**config.mk**
```make
export PLATFORM = sky130hd
export DESIGN_NAME = ssmf_front
export DESIGN_NICKNAME = d
export VERILOG_FILES = /design/src/rtl/core/ssmf_pkg.sv /design/src/rtl/core/ssmf_front.sv
export SDC_FILE = /design/constraint.sdc
export NUM_CORES = 1
export LEC_CHECK = 0
export BUFFER_PORTS_ARGS = -buffer_cell sky130_fd_sc_hd__buf_4
export CORE_ASPECT_RATIO = 1.25
export CORE_MARGIN = 1.5
export CORE_UTILIZATION = 26
export CTS_BUF_LIST = sky130_fd_sc_hd__clkbuf_4
export CTS_CLUSTER_DIAMETER = 100
export DETAILED_ROUTE_END_ITERATION = 10
export PLACE_DENSITY = 0.49
export SYNTH_ARGS = -nofsm -noshare
export SYNTH_HDL_FRONTEND = slang
export SYNTH_SLANG_ARGS = --single-unit
```
**constraint.sdc**
```tcl
create_clock -name i_clk -period 4.15 [get_ports i_clk]
set_input_delay 0.6225 -clock i_clk [delete_from_list [all_inputs] [get_ports i_clk]]
set_output_delay 0.6225 -clock i_clk [all_outputs]
set_load 0.05 [all_outputs]
```
**src/rtl/core/ssmf_pkg.sv**
```systemverilog
// shared types and constants for the sorted spiral matrix fill block
package ssmf_pkg;
    localparam int unsigned VAL_W = 32;
    localparam int unsigned IDX_W = 3;
    localparam int unsigned DIM_W = 4;

    typedef enum logic [0:0] {
        REG_ROW_COUNT = 1'b0,
        REG_COL_COUNT = 1'b1
    } t_reg_idx;

    typedef enum logic [2:0] {
        ST_LOAD,
        ST_SORT,
        ST_RANK,
        ST_WALK,
        ST_EMIT_RD,
        ST_EMIT
    } t_back_state;

    // one queue entry between front and back
    typedef struct packed {
        logic [VAL_W-1:0] value;
        logic             last;
    } t_elem;
endpackage

```
**src/rtl/core/ssmf_front.sv**
```systemverilog
// front part: counts loaded elements and marks the one that closes a run
module ssmf_front #(
    parameter int unsigned MAX_DIM = 8
) (
    input  logic                       i_clk,
    input  logic                       i_rst_n,
    input  logic                       i_cfg_we,
    input  logic [ssmf_pkg::DIM_W-1:0] i_rows,
    input  logic [ssmf_pkg::DIM_W-1:0] i_cols,
    input  logic                       i_push,
    input  logic [31:0]                i_elem_value,
    output logic                       o_full,
    output logic                       o_q_valid,
    output ssmf_pkg::t_elem            o_q_data,
    input  logic                       i_q_pop
);
    import ssmf_pkg::*;

    localparam int unsigned CNT_W = $clog2(MAX_DIM*MAX_DIM + 1);
    localparam int unsigned QD = 2;

    logic [CNT_W-1:0] r_cnt;
    logic [CNT_W-1:0] w_total;
    t_elem            r_q [QD];
    logic [1:0]       r_fill;
    logic             r_wp, r_rp;
    logic             w_acc, w_last;

    assign w_total = CNT_W'(i_rows) * CNT_W'(i_cols);
    assign o_full  = (r_fill == 2'(QD));
    assign w_acc   = i_push && !o_full;
    assign w_last  = (r_cnt + 1'b1) == w_total;
    assign o_q_valid = (r_fill != 2'd0);
    assign o_q_data  = r_q[r_rp];

    always_ff @(posedge i_clk) begin
        if (!i_rst_n || i_cfg_we) begin
            r_cnt <= '0;
        end else if (w_acc) begin
            r_cnt <= w_last ? '0 : r_cnt + 1'b1;
        end
        if (!i_rst_n) begin
            r_fill <= '0;
            r_wp   <= 1'b0;
            r_rp   <= 1'b0;
        end else begin
            if (w_acc) r_wp <= ~r_wp;
            if (i_q_pop && o_q_valid) r_rp <= ~r_rp;
            r_fill <= r_fill + 2'(w_acc) - 2'(i_q_pop && o_q_valid);
        end
        if (w_acc) begin
            r_q[r_wp].value <= i_elem_value;
            r_q[r_wp].last  <= w_last;
        end
    end
endmodule

```
==> run summary, run 1 <==
gr ovfl total: 0
status: finished, final reports clean
fmax: 312 MHz
Clk Latency, worst-skew pair: 0.41 ns
Mapped Cells: 225
Sw Share: 37.3%
Synth Area per Inst: 15.4 sq um
Critical Path Source Type: primary input
RSZ-0062 raised after global routing: false
Reg power frac: 43.7%
Core ar.: 13100 sq um
NumNets Final: 371
Antenna Nets Post-Route: 0
min cycle time layout: 3.21 ns
Die Height: 132 microns
post-place instance area: 4250 sq um
fin util: 33.4%
setup repair bufs after CTS: 0
worst-case clock skew: 0.00749 ns
CTS root buf: clkbuf_4
Critical Path RT: 4.47 ns
RD Place Congestion: 0.722
DR vias: 2012
Worst Path Max Fanout: 9
vias in the first global route: 1952
FP Rows: 47
ant diodes: 0
die span in x: 106 microns
All-Layer GR Usage: 9.21%
Final setup viols: 0
post-route setup TNS: 0 ns
initial antenna violation count: 0
EDFF count, synth: 66
Clock Path Buffers: 2
length of the first detailed-routing pass in iterations: 4
post_cts resized: 0
post-synth net total: 287
fin cells: 484
IR drop worst, VDD: 0.191 mV
final WL: 6290 microns
CTS Buf Count: 9
clock sink count: 78
Maximum Capacitance Violations: 0
layout cells sized above 1: 42.8%
post-placement cell count: 469
Lkg Pwr: 1.71 nW
Int Power: 0.00147 W
Final Power: 0.00235 W
IO Port Bufs: 79
final hold vios: 0
Die ar.: 14000 sq um
largest net degree at the start of global routing: 35
residual DRC count: 0
max-slew violation count: 0
first-pass GRT wire length: 9780 microns
design area: 4380 sq um
Final period util: 77.3%
sequential share of the synthesized area: 64.1%
ys async rst share: 0%
vias per inst: 4.16
crit path kind: in -> reg
WL per Instance: 13.0 microns
initial core utilization: 26.4%
H-tree lvl count: 3
Worst Path Arrival: 3.53 ns
Hold Crit Class: in -> reg
register bit total from synthesis: 78
Slew HR: 30.5%
Worst-Margin Slew: 1.04 ns
clk slew on worst S/H paths: 0.11 ns
clock group share of total power: 18.2%
CTS tree: done
synth unique cells: 30
Yosys warning count: 0
P&R area growth vs syn: 26.4%
cts hold-fix bufs: 0
Crit. End Element: flop
Final HPWL DP: 4370 microns
Logic pwr share: 38.1%
Netlist Area Pre-Place: 3470 sq um
IO Pins: 80
Net Sw Power: 0.000878 W
Iteration-0 DRC Markers: 88
Top FF cell, synth: edfxtp_1
power density over cell area: 537 nW/um^2
==> final timing paths <==
check | from | endpoint | slack [ns] | depth (start not counted)
setup reg to reg | r_cnt[0] | r_cnt[2] | 1.86 | 7
hold / removal | i_elem_value[12] | r_q[0][13] | 0.39 | 1
setup / recovery | i_cols[3] | r_cnt[2] | 0.94 | 12
hold reg to reg | r_cnt[1] | r_cnt[1] | 0.51 | 2
==> cell usage after synthesis, drive strengths merged, types with 2 or more instances <==
| library cell | number | share of area, % |
|---|---|---|
| edfxtp | 66 | 57 |
| mux2 | 33 | 11 |
| nand2 | 15 | 1.6 |
| ha | 13 | 4.7 |
| inv | 13 | 1.4 |
| and2 | 12 | 2.2 |
| dfxtp | 12 | 6.9 |
| xnor2 | 11 | 2.8 |
| xor2 | 8 | 2.2 |
| o31ai | 6 | 1.3 |
| clkbuf | 5 | 0.54 |
| fa | 4 | 2.3 |
| nand3 | 4 | 0.72 |
| and3 | 3 | 0.69 |
| nor2 | 3 | 0.32 |
| a21o | 2 | 0.43 |
| a21oi | 2 | 0.29 |
| nand2b | 2 | 0.36 |
| nor2b | 2 | 0.36 |
| or2 | 2 | 0.36 |
==> area by class of cell <==
class,count,area [sq um]
clock buffers,10,75.1
clock inverters,5,51.3
fillers,1323,8730
inverters,13,48.8
multi-input cells,128,1170
flip-flops and latches,78,2220
well taps,171,214
repair buffers,79,593
==> logic make-up after synthesis <==
| logic type | count (synthesis) | synth area share [%] |
|---|---|---|
| DFF | 78 | 64.1 |
| and+or+nand+nor | 45 | 7.04 |
| muxes | 33 | 10.7 |
| xor gates and xnor gates | 20 | 5.67 |
| buffers and inverters | 19 | 2.27 |
| adders and majority gates | 17 | 7.00 |
| AOI/OAI and AO/OA | 13 | 3.18 |
==> sequential cells by signal, summed over array words and instances, names as in the netlist, named ones only <==
signal,flops
r_cnt,7
r_q,66
r_wp,1
r_fill,2
r_rp,1
==> power groups by stage <==
stage          logic (W)  registers [W]  clock network, W
5_1_grt         0.000948        0.00104          0.000474
3_3_place_gp    0.000904        0.00105                 0
3_5_place_dp    0.000909        0.00105                 0
2_1_floorplan   0.000693       0.000996                 0
6_report        0.000897        0.00103          0.000428
4_1_cts         0.000912        0.00103          0.000447
==> critical path: stages <==
cell	delay [ns]
buf_4	0.09
nand2_1	0.08
fa_1	0.51
fa_1	0.60
inv_1	0.05
ha_1	0.28
a21o_1	0.15
a21oi_1	0.17
xor2_1	0.20
xnor2_1	0.08
and4_1	0.32
a2111oi_4	0.36
==> layout by cell type, fill, tap and decap left out, types with 6 or more instances in the layout <==
| cell | n |
|---|---|
| buf_4 | 79 |
| edfxtp_1 | 66 |
| mux2_2 | 33 |
| nand2_1 | 15 |
| inv_1 | 13 |
| ha_1 | 13 |
| and2_1 | 12 |
| xnor2_1 | 11 |
| dfxtp_1 | 11 |
| clkbuf_4 | 10 |
| xor2_1 | 7 |
| o31ai_1 | 6 |
==> per-stage QoR <==
step,hold WS (ns),setup WS [ns]
4_1_cts,0.348,0.963
5_1_grt,0.348,0.778
6_report,0.388,0.941
3_5_place_dp,0.489,0.504
2_1_floorplan,0.463,0.766
3_3_place_gp,0.488,0.565
==> metal layers <==
layer / global-route usage (%) / share of wire [%] / vias to the layer above
met5: 0 / 0 / -
met4: 5.41 / 2.7 / 0
met3: 2.87 / 6.9 / 15
met2: 14.8 / 47 / 62
met1: 10.7 / 43 / 956
li1: - / - / 979
Note: power is estimated with default switching activity, not from simulation.
==> inputs of run 2 (changes only) <==
- PLACE_DENSITY: 0.49 -> 0.51
- clock period: 4.15 -> 2.71 ns (I/O delays scaled with it)
==> run 2 against run 1 <==
Against the previous run:
- hold slack lost 0.22 ns
- non-clock buffer count increased by 10
- sequential share of layout area fell by 1.9 points
- design area rose by 3.9%
- critical path type unchanged
- critical path depth did not move
- highest routed layer unchanged
==> run summary, run 2 (synthesis results as in run 1) <==
IR drop worst, VDD: 0.263 mV
length of the first detailed-routing pass in iterations: 4
Lkg Pwr: 1.78 nW
Antenna Nets Post-Route: 0
Hold Crit Class: in -> reg
ant diodes: 0
worst slack at placement: -0.471 ns
FP Rows: 47
hold path start: i_elem_value[27]
Slew HR: 42.4%
largest net degree at the start of global routing: 34
Iteration-0 DRC Markers: 105
CTS tree: done
Setup WS post-layout: 0.0639 ns
die span in x: 106 microns
setup repair bufs after CTS: 0
initial antenna violation count: 0
max-slew violation count: 0
Worst-Margin Slew: 0.864 ns
commonest non-fill, non-tap cell in the layout: buf_4
NumNets Final: 381
Worst Path Max Fanout: 9
most used cell, CP: fa_1
Clk Latency, worst-skew pair: 0.41 ns
CTS Buf Count: 9
Core ar.: 13100 sq um
biggest regs: r_q (66), r_cnt (7), r_fill (2)
final hold vios: 0
Worst R2R Start: r_cnt[0]
crit path launch: i_cols[3]
IO Port Bufs: 79
final WL: 6410 microns
Critical Path Source Type: primary input
H-tree lvl count: 3
IO Pins: 80
WL per Instance: 12.9 microns
slowest stage delay, CP: 0.53 ns
Worst Path Arrival: 2.96 ns
Maximum Capacitance Violations: 0
min cycle time layout: 2.65 ns
Final Power: 0.00376 W
RSZ-0062 raised after global routing: false
first-pass GRT wire length: 10300 microns
Die ar.: 14000 sq um
Crit. End Element: flop
status: finished, final reports clean
Top reg by flops: r_q
R2R cell count: 7
gr ovfl total: 0
RD Place Congestion: 0.759
fmax: 378 MHz
Critical Path RT: 3.02 ns
worst-case clock skew: 0.0135 ns
power density over cell area: 827 nW/um^2
crit path kind: in -> reg
residual DRC count: 0
P&R area growth vs syn: 31.3%
Die Height: 132 microns
CTS root buf: clkbuf_4
most frequent cells in the layout: buf_4, edfxtp_1, mux2_2
Clock Path Buffers: 2
worst hold slack: 0.172 ns
CP cell instances: buf_4, nand2_1, fa_1, fa_1, inv_1, ha_1, a21o_1, a21oi_2, xor2_1, xnor2_1, and4_4, a2111oi_4
layout cells sized above 1: 46.6%
initial core utilization: 26.4%
clock sink count: 78
max reg flops: 66
Worst Hold Depth: 1
DR vias: 2058
clk slew on worst S/H paths: 0.12 ns
Final period util: 97.6%
Final setup viols: 0
Final HPWL DP: 4520 microns
Slowest-stage cell, CP: fa_1
All-Layer GR Usage: 9.60%
vias in the first global route: 2099
vias per inst: 4.16
==> run 2: layout make-up <==
type                       instances  area, sq um
fill                            1292         8560
sequential                        78         2220
multi-input combinational        128         1210
timing repair buffer              89          696
tap                              171          214
clock buffer                      11         82.6
clock inverter                     5         75.1
inverter                          13         48.8
==> run 2: through the flow <==
| step | cells | instance area [sq um] | util [%] | setup TNS (ns) |
|---|---|---|---|---|
| 6_report | 495 | 4550 | 34.7 | 0 |
| 5_1_grt | 495 | 4550 | 34.7 | 0 |
| 4_1_cts | 495 | 4530 | 34.5 | 0 |
| 3_5_place_dp | 480 | 4370 | 33.3 | -3.75 |
| 3_3_place_gp | 480 | 4370 | 33.3 | -3.54 |
| 2_1_floorplan | 225 | 3490 | - | -1.11 |
==> run 2: worst paths after layout <==
| kind | to | slack [ns] |
|---|---|---|
| worst min-delay path | r_q[1][28] | 0.17 |
| worst max register to register | r_cnt[2] | 0.54 |
| worst max-delay path | r_cnt[2] | 0.06 |
| worst min register to register | r_cnt[6] | 0.50 |
==> run 2: what timing repair did <==
action,4_1_cts,5_1_grt
pin swaps,3,2
resized for setup,4,5
hold buffers,0,0
setup endpoints to repair,1,9
==> run 2: critical path, delay by kind of cell <==
family                   cells  cell delay [ns]
adder cells (fa/ha/maj)      3             1.22
AO/OA/AOI/OAI                3             0.57
AND/OR/NAND/NOR              2             0.29
XOR/XNOR                     2             0.28
buffers and inverters        2             0.17
==> run 2: power by group <==
part	internal [W]	switching, W	leakage, nW
combinational	0.000542	0.000951	0.986
sequential	0.00147	0.0000381	0.715
clock	0.000390	0.000375	0.0822
total	0.00240	0.00136	1.78
==> run 2: per-layer routing <==
metal  part of all wire [%]  vias to the layer above  global-route usage, %
met4                    1.3                        0                   4.05
met2                     51                       65                   16.5
met5                      0                        -                      0
met3                    5.6                        7                   2.57
li1                       -                     1001                      -
met1                     43                      985                   11.3
